## config.mk

```make
export PLATFORM = sky130hd
export DESIGN_NAME = relation_closure_engine
export DESIGN_NICKNAME = d
export VERILOG_FILES = /design/src/rce_pkg.sv /design/src/rce_matrix_mem.sv /design/src/rce_sequencer.sv /design/src/rce_row_unit.sv /design/src/relation_closure_engine.sv
export VERILOG_INCLUDE_DIRS = /design/src /design/src/src
export SDC_FILE = /design/constraint.sdc
export NUM_CORES = 1
export LEC_CHECK = 0
export ABC_CLOCK_PERIOD_IN_PS = 4150
export BUFFER_PORTS_ARGS = -buffer_cell sky130_fd_sc_hd__buf_2
export CORE_UTILIZATION = 43
export DETAILED_ROUTE_END_ITERATION = 10
export GPL_ROUTABILITY_DRIVEN = 0
export HOLD_SLACK_MARGIN = 0.03
export SLEW_MARGIN = 20
export SYNTH_ARGS = -nofsm -noshare
export SYNTH_HDL_FRONTEND = slang
export SYNTH_SLANG_ARGS = --single-unit
export TNS_END_PERCENT = 10
```

## constraint.sdc

```tcl
create_clock -name aclk -period 4.15 [get_ports aclk]
set_input_delay 0.83 -clock aclk [delete_from_list [all_inputs] [get_ports aclk]]
set_output_delay 0.83 -clock aclk [all_outputs]
set_load 0.05 [all_outputs]
```

## src/relation_closure_engine_assert.svh

```systemverilog
// Assertion macros for the relation closure engine.
// Included by the top level; no other dependencies.
`ifndef RELATION_CLOSURE_ENGINE_ASSERT_SVH
`define RELATION_CLOSURE_ENGINE_ASSERT_SVH
`ifndef SYNTHESIS
`define RCE_ASSERT_IMP(lbl, clk, rstn, ante, cons) \
    lbl: assert property (@(posedge clk) disable iff (!rstn) (ante) |-> (cons)) \
        else $error("rce: same-cycle check failed");
`define RCE_ASSERT_NXT(lbl, clk, rstn, ante, cons) \
    lbl: assert property (@(posedge clk) disable iff (!rstn) (ante) |=> (cons)) \
        else $error("rce: next-cycle check failed");
`else
`define RCE_ASSERT_IMP(lbl, clk, rstn, ante, cons)
`define RCE_ASSERT_NXT(lbl, clk, rstn, ante, cons)
`endif
`endif

```

## src/rce_pkg.sv

```systemverilog
// Shared constants, codes and types of the relation closure engine.
// No dependencies.
package rce_pkg;

    localparam int MAX_ELEMENTS = 16;
    localparam int ROWS         = 16;
    localparam int ROW_W        = 16;
    localparam int IDX_W        = 4;
    localparam int SIZE_W       = 5;
    localparam int SIZE_LIMIT   = (MAX_ELEMENTS < ROWS) ? MAX_ELEMENTS : ROWS;

    localparam logic [1:0] MODE_REFLEXIVE  = 2'd0;
    localparam logic [1:0] MODE_SYMMETRIC  = 2'd1;
    localparam logic [1:0] MODE_TRANSITIVE = 2'd2;

    localparam logic CFG_IDX_MODE = 1'b0;
    localparam logic CFG_IDX_SIZE = 1'b1;

    // what the row unit does with the row read for an issued access
    localparam logic [2:0] TAG_LOAD   = 3'd0;
    localparam logic [2:0] TAG_PIVOT  = 3'd1;
    localparam logic [2:0] TAG_UPDATE = 3'd2;
    localparam logic [2:0] TAG_BASE   = 3'd3;
    localparam logic [2:0] TAG_GATHER = 3'd4;
    localparam logic [2:0] TAG_EMIT   = 3'd5;

    typedef struct packed {
        logic [1:0]       mode;
        logic [IDX_W-1:0] nm1;
        logic [ROW_W-1:0] colmask;
    } cfg_t;

    typedef struct packed {
        logic             valid;
        logic [2:0]       tag;
        logic [IDX_W-1:0] row;
        logic [IDX_W-1:0] col;
        logic             keep;
    } issue_t;

endpackage

```

## src/rce_matrix_mem.sv

```systemverilog
// Row store of the adjacency matrix: one write port, one registered read port,
// write-through on a same-row collision, per-row valid bits. Uses rce_pkg.
module rce_matrix_mem (
    input  logic                        aclk,
    input  logic                        aresetn,
    input  logic                        re,
    input  logic [rce_pkg::IDX_W-1:0]   raddr,
    input  logic                        we,
    input  logic [rce_pkg::IDX_W-1:0]   waddr,
    input  logic [rce_pkg::ROW_W-1:0]   wdata,
    input  logic                        clr,
    output logic [rce_pkg::ROW_W-1:0]   rdata
);

    logic [rce_pkg::ROW_W-1:0] matrix_mem [rce_pkg::ROWS];
    logic [rce_pkg::ROWS-1:0]  vld_reg;
    logic [rce_pkg::ROW_W-1:0] rdata_reg;

    always_ff @(posedge aclk) begin
        if (we) begin
            matrix_mem[waddr] <= wdata;
        end
        if (re) begin
            if (we && (waddr == raddr)) begin
                rdata_reg <= wdata;
            end else if (vld_reg[raddr]) begin
                rdata_reg <= matrix_mem[raddr];
            end else begin
                rdata_reg <= '0;
            end
        end
    end

    always_ff @(posedge aclk) begin
        if (!aresetn || clr) begin
            vld_reg <= '0;
        end else if (we) begin
            vld_reg[waddr] <= 1'b1;
        end
    end

    assign rdata = rdata_reg;

endmodule

```

## src/rce_sequencer.sv

```systemverilog
// Access sequencer: pair loading, Warshall and transpose sweeps, row emission
// and the store clear. Uses rce_pkg.
module rce_sequencer (
    input  logic                        aclk,
    input  logic                        aresetn,
    input  rce_pkg::cfg_t               cfg,
    input  logic                        s_valid,
    output logic                        s_ready,
    input  logic [rce_pkg::IDX_W-1:0]   s_from_index,
    input  logic [rce_pkg::IDX_W-1:0]   s_to_index,
    input  logic                        s_last_pair,
    input  logic                        adv,
    input  logic                        s1_busy,
    output rce_pkg::issue_t             issue,
    output logic                        clr
);

    localparam logic [2:0] ST_LOAD  = 3'd0;
    localparam logic [2:0] ST_DRAIN = 3'd1;
    localparam logic [2:0] ST_TRANS = 3'd2;
    localparam logic [2:0] ST_SYMM  = 3'd3;
    localparam logic [2:0] ST_EMIT  = 3'd4;
    localparam logic [2:0] ST_DONE  = 3'd5;

    logic [2:0]                st_reg, st_next;
    logic [rce_pkg::IDX_W-1:0] k_reg, k_next;
    logic [rce_pkg::IDX_W-1:0] i_reg, i_next;
    logic                      head_reg, head_next;

    always_comb begin
        issue     = '0;
        s_ready   = (st_reg == ST_LOAD);
        clr       = 1'b0;
        st_next   = st_reg;
        k_next    = k_reg;
        i_next    = i_reg;
        head_next = head_reg;
        case (st_reg)
            ST_LOAD: begin
                if (s_valid) begin
                    issue.valid = 1'b1;
                    issue.tag   = rce_pkg::TAG_LOAD;
                    issue.row   = s_from_index;
                    issue.col   = s_to_index;
                    issue.keep  = (s_from_index <= cfg.nm1) && (s_to_index <= cfg.nm1);
                    if (s_last_pair) begin
                        st_next = ST_DRAIN;
                    end
                end
            end
            ST_DRAIN: begin
                k_next    = '0;
                i_next    = '0;
                head_next = 1'b1;
                case (cfg.mode)
                    rce_pkg::MODE_TRANSITIVE: st_next = ST_TRANS;
                    rce_pkg::MODE_SYMMETRIC:  st_next = ST_SYMM;
                    default:                  st_next = ST_EMIT;
                endcase
            end
            ST_TRANS: begin
                if (adv) begin
                    issue.valid = 1'b1;
                    issue.col   = k_reg;
                    if (head_reg) begin
                        issue.tag = rce_pkg::TAG_PIVOT;
                        issue.row = k_reg;
                        head_next = 1'b0;
                        i_next    = '0;
                    end else begin
                        issue.tag = rce_pkg::TAG_UPDATE;
                        issue.row = i_reg;
                        if (i_reg == cfg.nm1) begin
                            head_next = 1'b1;
                            i_next    = '0;
                            if (k_reg == cfg.nm1) begin
                                st_next = ST_EMIT;
                            end else begin
                                k_next = k_reg + 1'b1;
                            end
                        end else begin
                            i_next = i_reg + 1'b1;
                        end
                    end
                end
            end
            ST_SYMM: begin
                if (adv) begin
                    issue.valid = 1'b1;
                    issue.col   = k_reg;
                    if (head_reg) begin
                        issue.tag = rce_pkg::TAG_BASE;
                        issue.row = k_reg;
                        head_next = 1'b0;
                        i_next    = '0;
                    end else begin
                        issue.tag = rce_pkg::TAG_GATHER;
                        issue.row = i_reg;
                        if (i_reg == cfg.nm1) begin
                            head_next = 1'b1;
                            if (k_reg == cfg.nm1) begin
                                st_next = ST_DONE;
                            end else begin
                                k_next = k_reg + 1'b1;
                            end
                        end else begin
                            i_next = i_reg + 1'b1;
                        end
                    end
                end
            end
            ST_EMIT: begin
                if (adv) begin
                    issue.valid = 1'b1;
                    issue.tag   = rce_pkg::TAG_EMIT;
                    issue.row   = i_reg;
                    if (i_reg == cfg.nm1) begin
                        st_next = ST_DONE;
                    end else begin
                        i_next = i_reg + 1'b1;
                    end
                end
            end
            ST_DONE: begin
                if (!s1_busy) begin
                    clr     = 1'b1;
                    st_next = ST_LOAD;
                end
            end
            default: begin
                st_next = ST_LOAD;
            end
        endcase
    end

    always_ff @(posedge aclk) begin
        if (!aresetn) begin
            st_reg   <= ST_LOAD;
            k_reg    <= '0;
            i_reg    <= '0;
            head_reg <= 1'b1;
        end else begin
            st_reg   <= st_next;
            k_reg    <= k_next;
            i_reg    <= i_next;
            head_reg <= head_next;
        end
    end

endmodule

```

## src/rce_row_unit.sv

```systemverilog
// Row datapath: takes each row read from the store, writes back merged rows
// and holds the result register. Uses rce_pkg.
module rce_row_unit (
    input  logic                        aclk,
    input  logic                        aresetn,
    input  rce_pkg::cfg_t               cfg,
    input  rce_pkg::issue_t             issue,
    input  logic [rce_pkg::ROW_W-1:0]   rdata,
    output logic                        mem_we,
    output logic [rce_pkg::IDX_W-1:0]   mem_waddr,
    output logic [rce_pkg::ROW_W-1:0]   mem_wdata,
    output logic                        adv,
    output logic                        s1_busy,
    output logic                        m_valid,
    input  logic                        m_ready,
    output logic [rce_pkg::IDX_W-1:0]   m_row_number,
    output logic [rce_pkg::ROW_W-1:0]   m_row_bits,
    output logic                        m_last_row
);

    logic                      s1_valid_reg;
    logic [2:0]                s1_tag_reg;
    logic [rce_pkg::IDX_W-1:0] s1_row_reg;
    logic [rce_pkg::IDX_W-1:0] s1_col_reg;
    logic                      s1_keep_reg;
    logic [rce_pkg::ROW_W-1:0] pivot_reg, pivot_next;
    logic [rce_pkg::ROW_W-1:0] acc_reg, acc_next;
    logic                      out_valid_reg;
    logic [rce_pkg::IDX_W-1:0] out_row_reg;
    logic [rce_pkg::ROW_W-1:0] out_bits_reg;
    logic                      out_last_reg;

    logic                      s1_go;
    logic                      consume;
    logic                      emit;
    logic [rce_pkg::IDX_W-1:0] emit_row;
    logic [rce_pkg::ROW_W-1:0] emit_bits;

    assign adv     = !out_valid_reg || m_ready;
    assign s1_go   = !s1_valid_reg || (s1_tag_reg == rce_pkg::TAG_LOAD) || adv;
    assign consume = s1_valid_reg && s1_go;
    assign s1_busy = s1_valid_reg;

    always_comb begin
        mem_we     = 1'b0;
        mem_waddr  = s1_row_reg;
        mem_wdata  = rdata | pivot_reg;
        pivot_next = pivot_reg;
        acc_next   = acc_reg;
        emit       = 1'b0;
        emit_row   = s1_row_reg;
        emit_bits  = rdata;
        if (consume) begin
            case (s1_tag_reg)
                rce_pkg::TAG_LOAD: begin
                    mem_we    = s1_keep_reg;
                    mem_wdata = rdata | (rce_pkg::ROW_W'(1) << s1_col_reg);
                end
                rce_pkg::TAG_PIVOT: begin
                    pivot_next = rdata;
                end
                rce_pkg::TAG_UPDATE: begin
                    mem_we = rdata[s1_col_reg];
                end
                rce_pkg::TAG_BASE: begin
                    acc_next = rdata;
                end
                rce_pkg::TAG_GATHER: begin
                    acc_next = acc_reg
                        | (rce_pkg::ROW_W'(rdata[s1_col_reg]) << s1_row_reg);
                    if (s1_row_reg == cfg.nm1) begin
                        emit      = 1'b1;
                        emit_row  = s1_col_reg;
                        emit_bits = acc_next;
                    end
                end
                rce_pkg::TAG_EMIT: begin
                    emit = 1'b1;
                    if (cfg.mode == rce_pkg::MODE_REFLEXIVE) begin
                        emit_bits = rdata | (rce_pkg::ROW_W'(1) << s1_row_reg);
                    end
                end
                default: begin
                    emit = 1'b0;
                end
            endcase
        end
    end

    always_ff @(posedge aclk) begin
        if (!aresetn) begin
            s1_valid_reg  <= 1'b0;
            out_valid_reg <= 1'b0;
        end else begin
            if (s1_go) begin
                s1_valid_reg <= issue.valid;
            end
            if (emit) begin
                out_valid_reg <= 1'b1;
            end else if (m_ready) begin
                out_valid_reg <= 1'b0;
            end
        end
    end

    always_ff @(posedge aclk) begin
        if (s1_go) begin
            s1_tag_reg  <= issue.tag;
            s1_row_reg  <= issue.row;
            s1_col_reg  <= issue.col;
            s1_keep_reg <= issue.keep;
        end
        pivot_reg <= pivot_next;
        acc_reg   <= acc_next;
        if (emit) begin
            out_row_reg  <= emit_row;
            out_bits_reg <= emit_bits & cfg.colmask;
            out_last_reg <= (emit_row == cfg.nm1);
        end
    end

    assign m_valid      = out_valid_reg;
    assign m_row_number = out_row_reg;
    assign m_row_bits   = out_bits_reg;
    assign m_last_row   = out_last_reg;

endmodule

```

## src/relation_closure_engine.sv

```systemverilog
// Top level of the relation closure engine: configuration registers, size
// decode, sequencer, row store and row datapath. Uses rce_pkg and the assert header.
//
// Pairs are taken one per cycle and set one bit of a 16 x 16 row store through a
// read-modify-write on its single read port. The pair marked last closes the
// relation: input stalls through a drain state, then the transitive mode runs
// Warshall sweeps followed by row emission, the symmetric mode emits each row as
// it gathers its column from all rows, and the reflexive mode and the unused mode
// emit the rows directly; the last row then retires from the datapath and the
// store is cleared before the next pair is taken. Sweeps and emission read one
// row per cycle and pause while the result is not taken.
`include "relation_closure_engine_assert.svh"

module relation_closure_engine (
    input  logic                          aclk,
    input  logic                          aresetn,
    input  logic                          cfg_valid,
    output logic                          cfg_ready,
    input  logic                          cfg_index,
    input  logic [rce_pkg::SIZE_W-1:0]    cfg_data,
    input  logic                          s_valid,
    output logic                          s_ready,
    input  logic [rce_pkg::IDX_W-1:0]     s_from_index,
    input  logic [rce_pkg::IDX_W-1:0]     s_to_index,
    input  logic                          s_last_pair,
    output logic                          m_valid,
    input  logic                          m_ready,
    output logic [rce_pkg::IDX_W-1:0]     m_row_number,
    output logic [rce_pkg::ROW_W-1:0]     m_row_bits,
    output logic                          m_last_row
);

    logic [1:0]                 mode_reg;
    logic [rce_pkg::SIZE_W-1:0] size_reg;
    logic [rce_pkg::SIZE_W-1:0] n_eff;
    rce_pkg::cfg_t              cfg;
    rce_pkg::issue_t            issue;
    logic                       adv;
    logic                       s1_busy;
    logic                       clr;
    logic                       mem_we;
    logic [rce_pkg::IDX_W-1:0]  mem_waddr;
    logic [rce_pkg::ROW_W-1:0]  mem_wdata;
    logic [rce_pkg::ROW_W-1:0]  mem_rdata;

    assign cfg_ready = 1'b1;

    always_ff @(posedge aclk) begin
        if (!aresetn) begin
            mode_reg <= rce_pkg::MODE_TRANSITIVE;
            size_reg <= rce_pkg::SIZE_W'(rce_pkg::SIZE_LIMIT);
        end else if (cfg_valid) begin
            case (cfg_index)
                rce_pkg::CFG_IDX_MODE: mode_reg <= cfg_data[1:0];
                rce_pkg::CFG_IDX_SIZE: size_reg <= cfg_data;
                default:               mode_reg <= mode_reg;
            endcase
        end
    end

    always_comb begin
        if (size_reg == '0) begin
            n_eff = rce_pkg::SIZE_W'(1);
        end else if (size_reg > rce_pkg::SIZE_W'(rce_pkg::SIZE_LIMIT)) begin
            n_eff = rce_pkg::SIZE_W'(rce_pkg::SIZE_LIMIT);
        end else begin
            n_eff = size_reg;
        end
        cfg.mode = mode_reg;
        cfg.nm1  = rce_pkg::IDX_W'(n_eff - 1'b1);
        if (n_eff >= rce_pkg::SIZE_W'(rce_pkg::ROW_W)) begin
            cfg.colmask = '1;
        end else begin
            cfg.colmask = rce_pkg::ROW_W'(((rce_pkg::ROW_W+1)'(1) << n_eff) - 1'b1);
        end
    end

    rce_sequencer u_seq (
        .aclk         (aclk),
        .aresetn      (aresetn),
        .cfg          (cfg),
        .s_valid      (s_valid),
        .s_ready      (s_ready),
        .s_from_index (s_from_index),
        .s_to_index   (s_to_index),
        .s_last_pair  (s_last_pair),
        .adv          (adv),
        .s1_busy      (s1_busy),
        .issue        (issue),
        .clr          (clr)
    );

    rce_matrix_mem u_mem (
        .aclk    (aclk),
        .aresetn (aresetn),
        .re      (issue.valid),
        .raddr   (issue.row),
        .we      (mem_we),
        .waddr   (mem_waddr),
        .wdata   (mem_wdata),
        .clr     (clr),
        .rdata   (mem_rdata)
    );

    rce_row_unit u_row (
        .aclk         (aclk),
        .aresetn      (aresetn),
        .cfg          (cfg),
        .issue        (issue),
        .rdata        (mem_rdata),
        .mem_we       (mem_we),
        .mem_waddr    (mem_waddr),
        .mem_wdata    (mem_wdata),
        .adv          (adv),
        .s1_busy      (s1_busy),
        .m_valid      (m_valid),
        .m_ready      (m_ready),
        .m_row_number (m_row_number),
        .m_row_bits   (m_row_bits),
        .m_last_row   (m_last_row)
    );

    `RCE_ASSERT_IMP(a_no_write_on_clear, aclk, aresetn, mem_we, !clr)
    `RCE_ASSERT_NXT(a_last_pair_stalls, aclk, aresetn, s_valid && s_ready && s_last_pair, !s_ready)
    `RCE_ASSERT_NXT(a_clear_reopens, aclk, aresetn, clr, s_ready && !s1_busy)
    `RCE_ASSERT_IMP(a_load_never_stalls, aclk, aresetn, s_ready,
        adv || !s1_busy || !issue.valid || issue.tag == rce_pkg::TAG_LOAD)

endmodule

```

==> reports/summary.txt <==
H-tree lvl count: 2
Row count: 72
Prevailing post-synth register cell: edfxtp_1
Min Clock Period, post-route: 3.66 ns
CTS Buffer Depth: 3
Max reg flops: 256
Warnings from Yosys: 0
Min-Delay Endpoint: u_mem.vld_reg[9]$_SDFFE_PP0P_
Worst endpoint required time: 4.54 ns
Port bufs: 42
Post-synth top area share: 59.4%
CTS Root Cell: clkbuf_16
WL final: 45.6 mm
Final hold violations: 0
Num CTS Buffers: 39
Avg Vias per Cell: 5.92
Hold depth: 1
EDFF count, synth: 337
Worst-path fanout max: 60
Detail Route Antenna Nets: 0
Drt pass-1 iters: 6
Largest net degree at the start of global routing: 67
Die width: 201 um
# DRC: 0
Mapped Nets: 1,463
Flop2flop setup slack: 0.49 ns
Clk sink count: 374
Yosys reg bits: 374
Initial antenna violation count: 0
Worst VDD drop: 0.000295 V
Proportion of layout cells with a drive suffix above 1: 13.9%
Final period util: 88.1%
CP Launch Type: flip-flop
# diodes: 0
GRT Total Usage: 22.8%
Post-DP HPWL: 29.2 mm
R2R depth: 10
Area leader, netlist: edfxtp_1
Worst R2R End: u_mem.rdata[5]$_DFFE_PP_
RR Startpoint: u_seq.st_reg[1]$_SDFFE_PN0P_
Worst Hold Class: reg -> reg
CTS Hold Buffers Added: 0
Worst setup path class: reg -> reg
Clock latency on the worst-skew pair: 0.55 ns
Setup Fix Bufs, Post-CTS: 0
Core area: 38,800 um^2
Vias in the first global route: 11.6k
CP arrival: 4.05 ns
Cells after Synth: 1,424
Hold_sp: u_mem.vld_reg[9]$_SDFFE_PP0P_
Die area: 40,400 um^2
Die Span Y: 201 um
CP endpoint kind: flip-flop
Max-cap violations: 0
1st-iter DRT viols: 1,025
Synth Cell Area: 17,000 um^2
GRT overflow: 0
# IOs: 44
Post_cts resized: 0
Final Max Slew Viols: 0
Worst setup margin: 0.493 ns
Setup TNS: 0 ns
Post-synthesis sequential area ratio: 63.8%
Clk pin slew, worst setup/hold paths: 0.06 ns
Vias: 11.9k
FFs w/ async S/R, synth: 0%
Starting density of the core: 43.9%
Static Leakage: 6.64 nW
Clk_skew: 0.0167 ns
Final nets: 1,503
Layout area overhead: 13.6%
Distinct cells, synth: 75
Slew of the pin with the lowest slew margin: 1.07 ns
CTS tree: done
Avg Cell Area, Syn: 12.0 um^2
Reg with most FFs: u_mem.matrix_mem
RSZ-0062 raised after global routing: no
Drt wl/cell: 22.7 um
Status: finished clean
Fmax: 273 MHz
Dpl ws: 0.307 ns
Max-slew headroom: 28.6%
Power density cells: 604 nW/um^2
Final setup viols: 0
Cells taking the most area after synthesis: edfxtp_1, nand2_1, dfxtp_1
First-pass GRT wire length: 70.9 mm
[worst max-delay path, cell delays in order, from the launching register on]
cell and delay (ns):
dfxtp_1 0.69, nor2b_1 0.55, a32oi_4 0.22, and2_2 0.26, inv_4 0.09, buf_4 0.54
buf_4 0.45, a211oi_1 0.13, nor4_1 0.27, nand4_1 0.15, o211ai_2 0.11
[how the worst max path moves through the flow]
stage	startpoint	end	slack [ns]	depth (start not counted)
4_1_cts	u_seq.st_reg[1]$_SDFFE_PN0P_	u_mem.rdata[5]$_DFFE_PP_	0.53	10
2_1_floorplan	m_ready	u_row.pivot_reg[0]$_DFFE_PP_	0.28	5
3_5_place_dp	m_ready	u_mem.rdata[1]$_DFFE_PP_	0.31	10
6_report	u_seq.st_reg[1]$_SDFFE_PN0P_	u_mem.rdata[5]$_DFFE_PP_	0.49	10
3_3_place_gp	s_valid	u_mem.rdata[6]$_DFFE_PP_	0.36	11
5_1_grt	u_seq.st_reg[1]$_SDFFE_PN0P_	u_mem.rdata[5]$_DFFE_PP_	0.24	10
[synth_stat cells, drive strengths merged, types with 3 or more instances]
master / number
inv: 23
a211oi: 57
nor2b: 14
ha: 19
a32o: 3
and2: 8
clkbuf: 85
nand2b: 15
a41oi: 3
nor3b: 5
a311oi: 8
a22oi: 3
a21o: 9
nor4: 26
a2111oi: 18
o211ai: 24
mux4: 3
xnor2: 16
a221oi: 4
nand3: 89
dfxtp: 37
edfxtp: 337
nand2: 211
xnor3: 3
o21ai: 47
a211o: 16
o31a: 3
and3: 72
o21a: 20
a31oi: 10
mux2: 9
a21oi: 48
or2: 4
or3: 4
xor2: 3
mux2i: 6
nand4: 35
buf: 15
nor2: 42
a32oi: 5
nor3: 33
[metrics by stage]
stage	util [%]	power, W	area [um^2]	instances	hold WS [ns]
5_1_grt	49.8	0.0122	19300	2013	0.486
3_3_place_gp	46.4	0.00808	18000	1941	0.444
4_1_cts	49.8	0.0117	19300	2013	0.465
3_5_place_dp	46.4	0.00813	18000	1941	0.450
2_1_floorplan	-	0.00699	17000	1424	0.433
6_report	49.8	0.0117	19300	2013	0.460
[kinds of logic after synthesis]
group | after synthesis | synth area share, %
adder cells (fa/ha/maj) | 19 | 1.40
buffers and inverters | 123 | 2.93
other | 1 | 0.0220
XOR/XNOR | 22 | 1.37
AND/OR/NAND/NOR | 570 | 16.6
flip-flops | 374 | 63.8
multiplexers | 18 | 1.34
AO/OA/AOI/OAI | 297 | 12.5
[metal layers]
| metal | share of wire [%] | GRT usage, % |
|---|---|---|
| met1 | 43 | 31.4 |
| met2 | 47 | 37.1 |
| met3 | 6.6 | 3.52 |
| met4 | 2.8 | 7.20 |
| met5 | 0 | 0 |
[where the power goes]
| part | total, W | switching, W | internal, W | leakage [nW] |
|---|---|---|---|---|
| clock network | 0.00360 | 0.00146 | 0.00214 | 0.643 |
| registers | 0.00517 | 0.000343 | 0.00483 | 3.37 |
| logic | 0.00291 | 0.00205 | 0.000864 | 2.62 |
| total | 0.0117 | 0.00385 | 0.00783 | 6.64 |
[cell type report]
cell class,instances,area (um^2)
clock buffer,50,1100
clock inverter,22,223
fill,3358,19500
inverter,23,88.8
multi-input combinational,927,5780
sequential,374,10900
tap,518,648
timing repair buffer,99,638
[placed cells by master, fill, tap and decap left out, types with 16 or more instances in the layout]
master and count:
edfxtp_1 337, o21ai_0 46, buf_2 42, inv_1 22
nand3_1 89, buf_4 57, a211oi_1 57, nand4_1 35
and3_1 72, xnor2_1 16, ha_1 19, clkbuf_16 43
nor4_1 25, nand2_1 211, a2111oi_0 18, nor3_1 20
nor2_1 38, o21a_1 20, a211o_1 16, dfxtp_1 37
a21oi_1 48
Note: power is estimated with default switching activity, not from simulation.
